$ cat config.mk
export PLATFORM = sky130hd
export DESIGN_NAME = artnet_dmx_packet_parser_core
export DESIGN_NICKNAME = d
export VERILOG_FILES = /design/src/sv/adp_pkg.sv /design/src/sv/artnet_dmx_packet_parser_core.sv /design/src/sv/adp_parser.sv /design/src/sv/adp_obuf.sv
export SDC_FILE = /design/constraint.sdc
export NUM_CORES = 1
export LEC_CHECK = 0
export BUFFER_PORTS_ARGS = -buffer_cell sky130_fd_sc_hd__buf_2
export CORE_UTILIZATION = 35
export DETAILED_ROUTE_END_ITERATION = 8
export HOLD_SLACK_MARGIN = 0.06
export PLACE_DENSITY = 0.48
export SYNTH_ARGS = -nofsm -noshare
export SYNTH_HDL_FRONTEND = slang
export SYNTH_HIERARCHICAL = 1
export SYNTH_SLANG_ARGS = --single-unit
$ cat constraint.sdc
create_clock -name clk -period 6.9 [get_ports clk]
set_clock_uncertainty 0.1 [all_clocks]
set_input_delay 0.345 -clock clk [delete_from_list [all_inputs] [get_ports clk]]
set_output_delay 0.345 -clock clk [all_outputs]
set_load 0.01 [all_outputs]
$ cat src/sv/adp_pkg.sv
// Shared types and constants for the Art-Net DMX receive parser.
// No dependencies; imported by every module of the block.
`timescale 1ns / 1ps

package adp_pkg;

    // Receive buffer capacity in payload bytes; bytes past it are ignored.
    localparam int RX_BUFFER_BYTES = 1024;
    localparam int POS_W           = $clog2(RX_BUFFER_BYTES + 1);

    // Byte offsets within the Art-Net payload.
    localparam int ID_LEN         = 8;
    localparam int OPCODE_LO_POS  = 8;
    localparam int OPCODE_HI_POS  = 9;
    localparam int MIN_HEADER_LEN = 10;
    localparam int SUBUNI_POS     = 14;
    localparam int NET_POS        = 15;
    localparam int LEN_HI_POS     = 16;
    localparam int LEN_LO_POS     = 17;
    localparam int DATA_OFFSET    = 18;

    // Configuration register indexes.
    localparam int CFG_INDEX_W = 2;
    localparam logic [CFG_INDEX_W-1:0] REG_ENABLE      = 2'd0;
    localparam logic [CFG_INDEX_W-1:0] REG_POLL_OPCODE = 2'd1;
    localparam logic [CFG_INDEX_W-1:0] REG_DMX_OPCODE  = 2'd2;
    localparam int CFG_DATA_W = 16;

    localparam logic [15:0] POLL_OPCODE_RESET = 16'h2000;
    localparam logic [15:0] DMX_OPCODE_RESET  = 16'h5000;

    typedef enum logic [1:0] {
        EV_SLOT  = 2'd0,
        EV_EMPTY = 2'd1,
        EV_POLL  = 2'd2
    } event_kind_t;

    typedef struct packed {
        logic [7:0] byte_value;
        logic       packet_end;
    } in_t;

    typedef struct packed {
        event_kind_t event_kind;
        logic [14:0] universe;
        logic [9:0]  slot_index;
        logic [7:0]  slot_value;
        logic        last_slot;
    } out_t;

    // Expected "Art-Net\0" identifier, one byte per header position.
    function automatic logic [7:0] id_byte(input logic [2:0] idx);
        logic [7:0] b;
        case (idx)
            3'd0: b = 8'h41;
            3'd1: b = 8'h72;
            3'd2: b = 8'h74;
            3'd3: b = 8'h2D;
            3'd4: b = 8'h4E;
            3'd5: b = 8'h65;
            3'd6: b = 8'h74;
            3'd7: b = 8'h00;
            default: b = 8'h00;
        endcase
        return b;
    endfunction

endpackage

$ cat src/sv/artnet_dmx_packet_parser_core.sv
// An accepted byte's result is registered in the output buffer before it appears on out_data.
// Throughput: one payload byte per cycle while in_stall is low; field capture and event decision take one pass.
// A two-entry output buffer keeps input flowing while one result waits; in_stall rises
// only when both entries hold results.
// Reset: enable 0, opcodes 0x2000 / 0x5000, packet state cleared, output buffer empty.
// Top level of the Art-Net DMX parser; depends on adp_pkg, adp_parser, adp_obuf.
`timescale 1ns / 1ps

module artnet_dmx_packet_parser_core (
    input  logic                                clk,
    input  logic                                rst_n,
    input  logic                                in_valid,
    output logic                                in_stall,
    input  adp_pkg::in_t                        in_data,
    output logic                                out_valid,
    input  logic                                out_stall,
    output adp_pkg::out_t                       out_data,
    input  logic                                cfg_we,
    input  logic [adp_pkg::CFG_INDEX_W-1:0]     cfg_index,
    input  logic [adp_pkg::CFG_DATA_W-1:0]      cfg_data
);
    import adp_pkg::*;

    logic        enable_reg;
    logic [15:0] poll_opcode_reg;
    logic [15:0] dmx_opcode_reg;
    logic        accept;
    logic        push;
    out_t        push_data;
    logic        full;

    assign in_stall = full;
    assign accept   = in_valid && !full;

    always_ff @(posedge clk or negedge rst_n)
    begin
        if (!rst_n)
        begin
            enable_reg      <= 1'b0;
            poll_opcode_reg <= POLL_OPCODE_RESET;
            dmx_opcode_reg  <= DMX_OPCODE_RESET;
        end
        else if (cfg_we)
        begin
            case (cfg_index)
                REG_ENABLE:      enable_reg      <= cfg_data[0];
                REG_POLL_OPCODE: poll_opcode_reg <= cfg_data;
                REG_DMX_OPCODE:  dmx_opcode_reg  <= cfg_data;
                default:         ;
            endcase
        end
    end

    adp_parser u_parser (
        .clk         (clk),
        .rst_n       (rst_n),
        .accept      (accept),
        .in_data     (in_data),
        .enable      (enable_reg),
        .poll_opcode (poll_opcode_reg),
        .dmx_opcode  (dmx_opcode_reg),
        .push        (push),
        .push_data   (push_data)
    );

    adp_obuf u_obuf (
        .clk       (clk),
        .rst_n     (rst_n),
        .push      (push),
        .push_data (push_data),
        .full      (full),
        .out_valid (out_valid),
        .out_stall (out_stall),
        .out_data  (out_data)
    );

endmodule

$ cat src/sv/adp_parser.sv
// Per-byte Art-Net field capture and event decision.
// Depends on adp_pkg; feeds adp_obuf from the top level.
`timescale 1ns / 1ps

module adp_parser (
    input  logic          clk,
    input  logic          rst_n,
    input  logic          accept,
    input  adp_pkg::in_t  in_data,
    input  logic          enable,
    input  logic [15:0]   poll_opcode,
    input  logic [15:0]   dmx_opcode,
    output logic          push,
    output adp_pkg::out_t push_data
);
    import adp_pkg::*;

    logic [POS_W-1:0] pos_reg, pos_next;
    logic             header_good_reg, header_good_next;
    logic [15:0]      opcode_reg, opcode_next;
    logic [14:0]      universe_reg, universe_next;
    logic [15:0]      length_reg, length_next;

    logic             in_buffer;
    logic             is_poll;
    logic             is_dmx;
    logic [15:0]      idx_wide;
    logic             slot_last;
    logic [7:0]       b;

    assign b         = in_data.byte_value;
    assign in_buffer = pos_reg < POS_W'(RX_BUFFER_BYTES);

    // Field capture by position within the packet.
    always_comb
    begin
        header_good_next = header_good_reg;
        opcode_next      = opcode_reg;
        universe_next    = universe_reg;
        length_next      = length_reg;
        if (pos_reg < POS_W'(ID_LEN))
        begin
            if (b != id_byte(pos_reg[2:0]))
                header_good_next = 1'b0;
        end
        else if (pos_reg == POS_W'(OPCODE_LO_POS))
            opcode_next = {8'h00, b};
        else if (pos_reg == POS_W'(OPCODE_HI_POS))
            opcode_next = {b, opcode_reg[7:0]};
        else if (pos_reg == POS_W'(SUBUNI_POS))
            universe_next = {universe_reg[14:8], b};
        else if (pos_reg == POS_W'(NET_POS))
            universe_next = {b[6:0], universe_reg[7:0]};
        else if (pos_reg == POS_W'(LEN_HI_POS))
            length_next = {b, 8'h00};
        else if (pos_reg == POS_W'(LEN_LO_POS))
            length_next = {length_reg[15:8], b};
    end

    assign is_poll  = header_good_next && (opcode_next == poll_opcode);
    assign is_dmx   = header_good_next && !is_poll && (opcode_next == dmx_opcode);
    assign idx_wide = 16'(pos_reg) - 16'(DATA_OFFSET);
    assign slot_last = (idx_wide + 16'd1 == length_next) || in_data.packet_end ||
                       (pos_reg == POS_W'(RX_BUFFER_BYTES - 1));

    // Event decision.
    always_comb
    begin
        push                 = 1'b0;
        push_data.event_kind = EV_SLOT;
        push_data.universe   = 15'd0;
        push_data.slot_index = 10'd0;
        push_data.slot_value = 8'd0;
        push_data.last_slot  = 1'b0;
        if (accept && enable && in_buffer)
        begin
            if (pos_reg == POS_W'(MIN_HEADER_LEN - 1) && is_poll)
            begin
                push                 = 1'b1;
                push_data.event_kind = EV_POLL;
            end
            else if (pos_reg == POS_W'(DATA_OFFSET - 1) && is_dmx)
            begin
                if (length_next == 16'd0 || in_data.packet_end)
                begin
                    push                 = 1'b1;
                    push_data.event_kind = EV_EMPTY;
                    push_data.universe   = universe_next;
                end
            end
            else if (pos_reg >= POS_W'(DATA_OFFSET) && is_dmx)
            begin
                if (idx_wide < length_next)
                begin
                    push                 = 1'b1;
                    push_data.event_kind = EV_SLOT;
                    push_data.universe   = universe_next;
                    push_data.slot_index = idx_wide[9:0];
                    push_data.slot_value = b;
                    push_data.last_slot  = slot_last;
                end
            end
        end
    end

    always_comb
    begin
        pos_next = pos_reg;
        if (in_buffer)
            pos_next = pos_reg + POS_W'(1);
    end

    always_ff @(posedge clk or negedge rst_n)
    begin
        if (!rst_n)
        begin
            pos_reg         <= '0;
            header_good_reg <= 1'b1;
            opcode_reg      <= 16'd0;
            universe_reg    <= 15'd0;
            length_reg      <= 16'd0;
        end
        else if (accept && enable)
        begin
            if (in_data.packet_end)
            begin
                // drop all packet state after the closing byte
                pos_reg         <= '0;
                header_good_reg <= 1'b1;
                opcode_reg      <= 16'd0;
                universe_reg    <= 15'd0;
                length_reg      <= 16'd0;
            end
            else if (in_buffer)
            begin
                pos_reg         <= pos_next;
                header_good_reg <= header_good_next;
                opcode_reg      <= opcode_next;
                universe_reg    <= universe_next;
                length_reg      <= length_next;
            end
        end
    end

    a_pos_bound: assert property (@(posedge clk) disable iff (!rst_n)
        pos_reg <= POS_W'(RX_BUFFER_BYTES))
        else $error("byte position past buffer capacity");

    a_poll_clean: assert property (@(posedge clk) disable iff (!rst_n)
        push && push_data.event_kind == EV_POLL |->
            push_data.universe == 15'd0 && !push_data.last_slot)
        else $error("poll event carries slot fields");

    a_end_clears: assert property (@(posedge clk) disable iff (!rst_n)
        accept && enable && in_data.packet_end |=> pos_reg == '0 && header_good_reg)
        else $error("packet state not cleared after packet end");

endmodule

$ cat src/sv/adp_obuf.sv
// Two-entry result buffer: output register plus skid register.
// Depends on adp_pkg for the result type.
`timescale 1ns / 1ps

module adp_obuf (
    input  logic          clk,
    input  logic          rst_n,
    input  logic          push,
    input  adp_pkg::out_t push_data,
    output logic          full,
    output logic          out_valid,
    input  logic          out_stall,
    output adp_pkg::out_t out_data
);
    import adp_pkg::*;

    logic out_valid_reg, out_valid_next;
    out_t out_data_reg, out_data_next;
    logic skid_valid_reg, skid_valid_next;
    out_t skid_data_reg, skid_data_next;
    logic pop;

    assign pop       = out_valid_reg && !out_stall;
    assign full      = skid_valid_reg;
    assign out_valid = out_valid_reg;
    assign out_data  = out_data_reg;

    always_comb
    begin
        out_valid_next  = out_valid_reg;
        out_data_next   = out_data_reg;
        skid_valid_next = skid_valid_reg;
        skid_data_next  = skid_data_reg;
        if (!out_valid_reg || pop)
        begin
            if (skid_valid_reg)
            begin
                // advance the held transaction, catch the new one behind it
                out_valid_next  = 1'b1;
                out_data_next   = skid_data_reg;
                skid_valid_next = push;
                skid_data_next  = push_data;
            end
            else
            begin
                out_valid_next = push;
                out_data_next  = push_data;
            end
        end
        else if (push)
        begin
            skid_valid_next = 1'b1;
            skid_data_next  = push_data;
        end
    end

    always_ff @(posedge clk or negedge rst_n)
    begin
        if (!rst_n)
        begin
            out_valid_reg  <= 1'b0;
            skid_valid_reg <= 1'b0;
        end
        else
        begin
            out_valid_reg  <= out_valid_next;
            skid_valid_reg <= skid_valid_next;
        end
    end

    always_ff @(posedge clk)
    begin
        out_data_reg  <= out_data_next;
        skid_data_reg <= skid_data_next;
    end

    a_skid_order: assert property (@(posedge clk) disable iff (!rst_n)
        skid_valid_reg |-> out_valid_reg)
        else $error("skid entry held with output register empty");

    a_no_overrun: assert property (@(posedge clk) disable iff (!rst_n)
        !(push && skid_valid_reg && !pop))
        else $error("result pushed into a full buffer");

    a_skid_moves: assert property (@(posedge clk) disable iff (!rst_n)
        skid_valid_reg && pop |=> out_valid_reg)
        else $error("skid entry lost on pop");

endmodule
### After elaboration in Yosys (flattened, before gate mapping)

Memories as Yosys holds them, arrays and structs flattened.
Cells that the tools add are included.
W data, S select, Z words.

| storage, ports and cells | value |
|---|---|
| bits in registers | 166 |
| memory bits (read-only) | 56 |
| input port bits | 32 |
| output and inout port bits | 38 |
| word-level logic and storage cells | 119 |
| memories | 1 |

| operators by class | value |
|---|---|
| add/subtract/negate cells | 3 |
| order comparisons | 4 |
| equality and inequality tests | 14 |
| muxes and demuxes | 50 |
| reduce and logical (&&, ||, !) cells | 27 |

Memories:

| name | words | width | read ports | clocked after memory_dff | wr ports | line | RTL |
|---|---|---|---|---|---|---|---|
| (no name shown) | 8 | 7 | 1 | 0 | 0 | adp_pkg.sv:54 | `case (idx)` |

Operators with widths:

| kind | number |
|---|---|
| $mux W16 | 14 |
| $mux W36 | 5 |
| $mux W15 | 7 |
| $mux W34 | 3 |
| $eq A16 B16 Y1 | 3 |
| $eq A11 B4 Y1 const B | 4 |
| $eq A11 B5 Y1 const B | 2 |
| $mux W11 | 2 |
| $mux W19 | 1 |
| $mux W17 | 1 |
| $add A16 B1 Y16 const B | 1 |
| $logic_not A16 Y1 | 1 |
| $lt A16 B16 Y1 | 1 |
| $mux W8 | 2 |
| $mux W1 | 14 |
| $sub A11 B5 Y12 const B | 1 |
| $add A11 B1 Y11 const B | 1 |
| $eq A11 B10 Y1 const B | 1 |
| $ge A11 B5 Y1 const B | 1 |
| $lt A11 B11 Y1 const B | 1 |
| $lt A11 B4 Y1 const B | 1 |
| $logic_and A1 B1 Y1 | 10 |
| $reduce_and A2 Y1 | 5 |
| $ne A8 B8 Y1 | 1 |
| other kinds (8) | 15 |

### Longest topological paths before layout

| depth | value |
|---|---|
| word-level depth | 18 |
| depth in mapped cells | 18 |
| mapped depth without buffers | 17 |

### Cells and area by module

Netlist, hierarchy kept.

Modules (own cells, without submodules):

| module | instances | cells an instance | area each (µm²) | seq. area each (µm²) |
|---|---|---|---|---|
| adp_parser | 1 | 606 | 5,398.9 | 1,477.7 |
| adp_obuf | 1 | 120 | 2,717.6 | 2,212.1 |
| artnet_dmx_packet_parser_core | 1 | 72 | 1,352.5 | 829.5 |

### Worst setup path after synthesis

OpenSTA, ideal clock, no wires.

| timing path | value |
|---|---|
| path type | register to register |
| start | register u_parser.pos_reg[1] |
| end | register u_obuf/skid_data_reg[0] in the netlist's numbering, enable pin |
| library setup time | 377 ps |
| arrival time | 4,202 ps |
| required time | 6,423 ps |
| path slack | 2,221 ps |
| stages on the path, launching flop included | 17 |
| buffers on the path | 3 |
| clock period less this slack | 4,679 ps |
| cell sequence | dfrtp_1 -> inv_1 -> ha_1 -> clkbuf_1 -> nand4_1 -> buf_2 -> mux2i_4 -> ha_1 -> a21oi_1 -> nor2b_1 -> o21ai_0 -> a21oi_1 -> a2111oi_0 -> a21boi_2 -> buf_6 -> o21bai_1 -> mux2_2 |

| on the way | value |
|---|---|
| longest elaborated chain between the ends | 16 |
| elaborated cells on any way between the ends | 46 |
| classes of those cells | add/sub (1); order compare (4); eq/ne (9); mux (19); reduce/logical (12); memory (1) |

Ends and longest elaborated chain:

| what | line | RTL |
|---|---|---|
| start: declaration | adp_parser.sv:18 | `logic [POS_W-1:0] pos_reg, pos_next;` |
| start signal: assignment | adp_parser.sv:136 | `pos_reg <= pos_next;` |
| $eq A11 B5 Y1 (tied with other cells) | adp_parser.sv:56, adp_parser.sv:82 |  |
| $mux W8 (tied with other cells) | adp_parser.sv:56 | `else if (pos_reg == POS_W'(LEN_LO_POS))` |
| $mux W16 (tied with other cells) | adp_parser.sv:54 | `else if (pos_reg == POS_W'(LEN_HI_POS))` |
| $mux W16 (tied with other cells) | adp_parser.sv:52 | `else if (pos_reg == POS_W'(NET_POS))` |
| $mux W16 (tied with other cells) | adp_parser.sv:50 | `else if (pos_reg == POS_W'(SUBUNI_POS))` |
| $mux W16 or $logic_and A1 B1 Y1 (tied branches) | adp_parser.sv:48, adp_parser.sv:60 |  |
| $mux W16 or $logic_not A1 Y1 (tied branches) | adp_parser.sv:46, adp_parser.sv:61 |  |
| $mux W16 or $logic_and A1 B1 Y1 (tied branches) | adp_parser.sv:41, adp_parser.sv:61 |  |
| $lt A16 B16 Y1 (tied with other cells) | adp_parser.sv:93 | `if (idx_wide < length_next)` |
| $mux W1 (tied with other cells) | adp_parser.sv:93 |  |
| $mux W1 (on tied branches) | adp_parser.sv:91, adp_parser.sv:84 |  |
| $mux W1 | adp_parser.sv:82 | `else if (pos_reg == POS_W'(DATA_OFFSET - 1) && is_dmx)` |
| $mux W1 | adp_parser.sv:77 | `if (pos_reg == POS_W'(MIN_HEADER_LEN - 1) && is_poll)` |
| $mux W1 (*) | adp_parser.sv:75 | `if (accept && enable && in_buffer)` |
| via push | artnet_dmx_packet_parser_core.sv:28 | `logic push;` |
| $reduce_bool A2 Y1 (no source line) (*) | -- |  |
| $reduce_and A2 Y1 (no source line) (*) | -- |  |
| end signal: assignment | adp_obuf.sv:74 | `skid_data_reg <= skid_data_next;` |
| end: declaration | adp_obuf.sv:20 | `out_t skid_data_reg, skid_data_next;` |

The timed path passes the listed nets; every way through them passes the cells marked *. The select of a mux whose other input is x is not followed.
A chain may end at the register's enable or synchronous reset.

### Final worst setup path

| timing path | value |
|---|---|
| start | register u_parser.pos_reg[1] |
| end | register u_obuf/skid_data_reg[18] in the netlist's numbering, enable pin |

The elaborated chain is that of the path after synthesis.

==> impl_metrics.py <==
metrics = {
    "outcome": {
        "status": "finished with violations",
        "violations": "DRC",
    },
    "critical_path": {
        "path_max_fanout": 36,
        "slowest_stage": "mux2_2",
        "worstPathRequired_ps": 6860,
        "slowest_delay_ps": 780,
        "reg2reg_slack_ps": 1060,
        "reg2reg_from": "u_parser/pos_reg[1]",
        "path_delay_family": "compound AO/OA/AOI/OAI gates",
        "path_class": "flip-flop to flip-flop",
        "crit_chain": "inv_1, ha_1, nand4_1, mux2i_4, ha_1, a21oi_1, nor2b_1, o21ai_0, a21oi_1, a2111oi_0, a21boi_2, buf_4, o21bai_1, mux2_2",
        "crit_buf_inv": 2,
        "crit_cells": 14,
        "cp.arrival_ps": 5800,
        "start_kind": "flip-flop",
        "r2r_cells": 14,
        "rr_endpoint": "u_obuf/skid_data_reg[18]",
        "crit_path_end_kind": "flip-flop",
    },
    "clock_tree": {
        "tritoncts": "done",
        "clk_pin_slew_worst_paths_ps": 70,
        "worstSkewPairLatency_ps": 440,
        "clockBufferDepth": 2,
        "cts_sinks": 166,
        "htreeDepth": 4,
        "cts_buffers": 17,
        "ctsResizeCount": 0,
        "root_buffer": "clkbuf_16",
    },
    "logic_synthesis": {
        "yosys-top-cells-area": "dfrtp_1, edfxtp_1, mux2_2, mux2_4, ha_1",
        "async_flop_share": 0.5663,
        "synth_warnings": 6,
        "yosys.area.top_type_share": 0.2378,
        "avgSynthCellArea_um2": 11.87,
        "synth-main-ff-cell": "dfrtp_1",
        "yosysTopAreaCell": "dfrtp_1",
        "ys_seq_area_frac": 0.4773,
        "synth_seq_cells": 166,
        "syn-cell-area_um2": 9469,
        "synth_most_common_cell": "dfrtp_1",
        "syn-instance-count": 798,
        "synth.distinct_cells": 83,
        "synth-edff-count": 72,
        "syn_nets": 856,
        "synth_common_cells": "dfrtp_1, edfxtp_1, mux2_2",
    },
    "worst_hold_path": {
        "hold_class": "primary input to flip-flop",
        "holdPathEnd": "dmx_opcode_reg[7]",
        "hold_depth": 2,
        "hp-start": "cfg_data[7]",
    },
    "sta": {
        "slew_headroom": 0.3072,
        "rsz0062_at_grt": "no",
        "min_period_ps": 5839,
        "holdWs_ps": 80.08,
        "tns_ps": 0,
        "drv_slew": 0,
        "finalCritPeriodShare": 0.8462,
        "setup_viol": 0,
        "final-hold-violation-count": 0,
        "tightestPinTransition_ps": 1030,
        "fmax_mhz": 171.3,
    },
    "grt": {
        "grt_pass1_vias": 6773,
        "antenna_found_initial": 0,
        "grt_overflow": 0,
        "grt_max_degree": 66,
        "grt_util_all_layers": 0.1802,
        "grt_pass1_wl_um": 38700,
    },
    "routing": {
        "firstDrtPassIters": 7,
        "drc_errors": 9,
        "ant_nets": 0,
        "drt-initial-drc-count": 378,
        "via_per_inst": 5.445,
        "post_drt_wl_per_cell_um": 19.91,
        "drt_wl_total_um": 24150,
        "vias": 6605,
    },
    "floorplan": {
        "fp.dieW_um": 166.5,
        "row_count": 59,
        "fp.coreArea_um2": 26280,
        "pin_count": 70,
        "start_util": 0.3603,
        "die-area_um2": 27720,
        "die_y_um": 166.5,
    },
    "pwr": {
        "leakage_nw": 4.467,
        "p_per_area_nw_per_um2": 235.7,
        "ir_drop_mv": 0.1228,
    },
    "run": {
        "cap_violations": 0,
    },
    "placement": {
        "io_buffers": 69,
        "globalplace.congestion": 0.8697,
        "hpwl_um": 17210,
    },
    "layout": {
        "final_nets": 923,
        "fillers": 2513,
        "seqCellArea_um2": 4521,
        "syn_to_final_growth_pct": 13.69,
        "multi_input_area_um2": 4558,
        "antennaDiodeCount": 0,
        "drive_gt1_frac": 0.2733,
    },
}
[kinds of logic after synthesis]
group,after synthesis,share of synthesized area
simple gates,218,0.1439
flops,166,0.4773
compound gates,151,0.1206
mux,100,0.1270
buf+inv,77,0.04136
xor+xnor,60,0.05550
fa+ha+maj,26,0.03435
[layout make-up]
type / count / area share
Inverter: 30 / 0.01046
Multi-Input combinational cell: 555 / 0.4234
Clock inverter: 15 / 0.01360
Tap cell: 335 / 0.03894
Sequential cell: 166 / 0.4199
Timing Repair Buffer: 95 / 0.05416
Clock buffer: 17 / 0.03952
[report_power, final]
group	internal (mW)	switching (mW)	total (mW)
logic	0.195	0.265	0.460
registers	1.07	0.0653	1.14
clock network	0.482	0.457	0.939
[placed cells by master, fill, tap and decap left out, types with 27 or more instances in the layout]
master / synthesis / final
nor2_1: 31 / 31
a22o_1: 34 / 34
edfxtp_1: 72 / 72
buf_2: 9 / 68
dfrtp_1: 90 / 89
o21ai_0: 28 / 28
mux2_2: 43 / 43
mux2_4: 27 / 27
inv_1: 29 / 29
xor2_1: 32 / 32
nand2_1: 40 / 40
xnor2_1: 28 / 28
mux2i_1: 29 / 29
nor3_2: 30 / 30
[through the flow]
step	instances	setup WS (ps)	utilization	total power [mW]	area, µm²
6_report	1213	1061	0.4096	2.538	10770
5_1_grt	1213	489.3	0.4096	2.664	10770
4_1_cts	1213	1097	0.4096	2.573	10770
3_5_place_dp	1165	1106	0.3818	1.611	10030
3_3_place_gp	1165	1331	0.3818	1.606	10030
2_1_floorplan	798	2221	-	1.475	9469
[metal layers]
metal  up-vias  share of wire  global-route usage
li1       3110              -                   -
met1      3284           0.48              0.2462
met2       186           0.46              0.2874
met3        25          0.042             0.03066
met4         0          0.019             0.06441
met5         -              0                   0
[what timing repair did]
action,CTS,global route
buffers inserted,0,0
hold buffers,16,0
endpoints found under the setup margin,0,0
endpoints found under the hold margin,58,0
[worst max path at each step]
stage / endpoint / startpoint / slack, ps
after floorplan: u_obuf/skid_data_reg[0] / u_parser/pos_reg[1] / 2220
after global placement: u_obuf/skid_data_reg[14] / u_parser/pos_reg[1] / 1330
after detailed placement: u_obuf/skid_data_reg[14] / u_parser/pos_reg[1] / 1110
after CTS: u_obuf/skid_data_reg[12] / u_parser/pos_reg[1] / 1100
after global routing: u_obuf/skid_data_reg[12] / u_parser/pos_reg[1] / 490
final: u_obuf/skid_data_reg[18] / u_parser/pos_reg[1] / 1060
No activity file was read; power rests on OpenSTA's default activity.
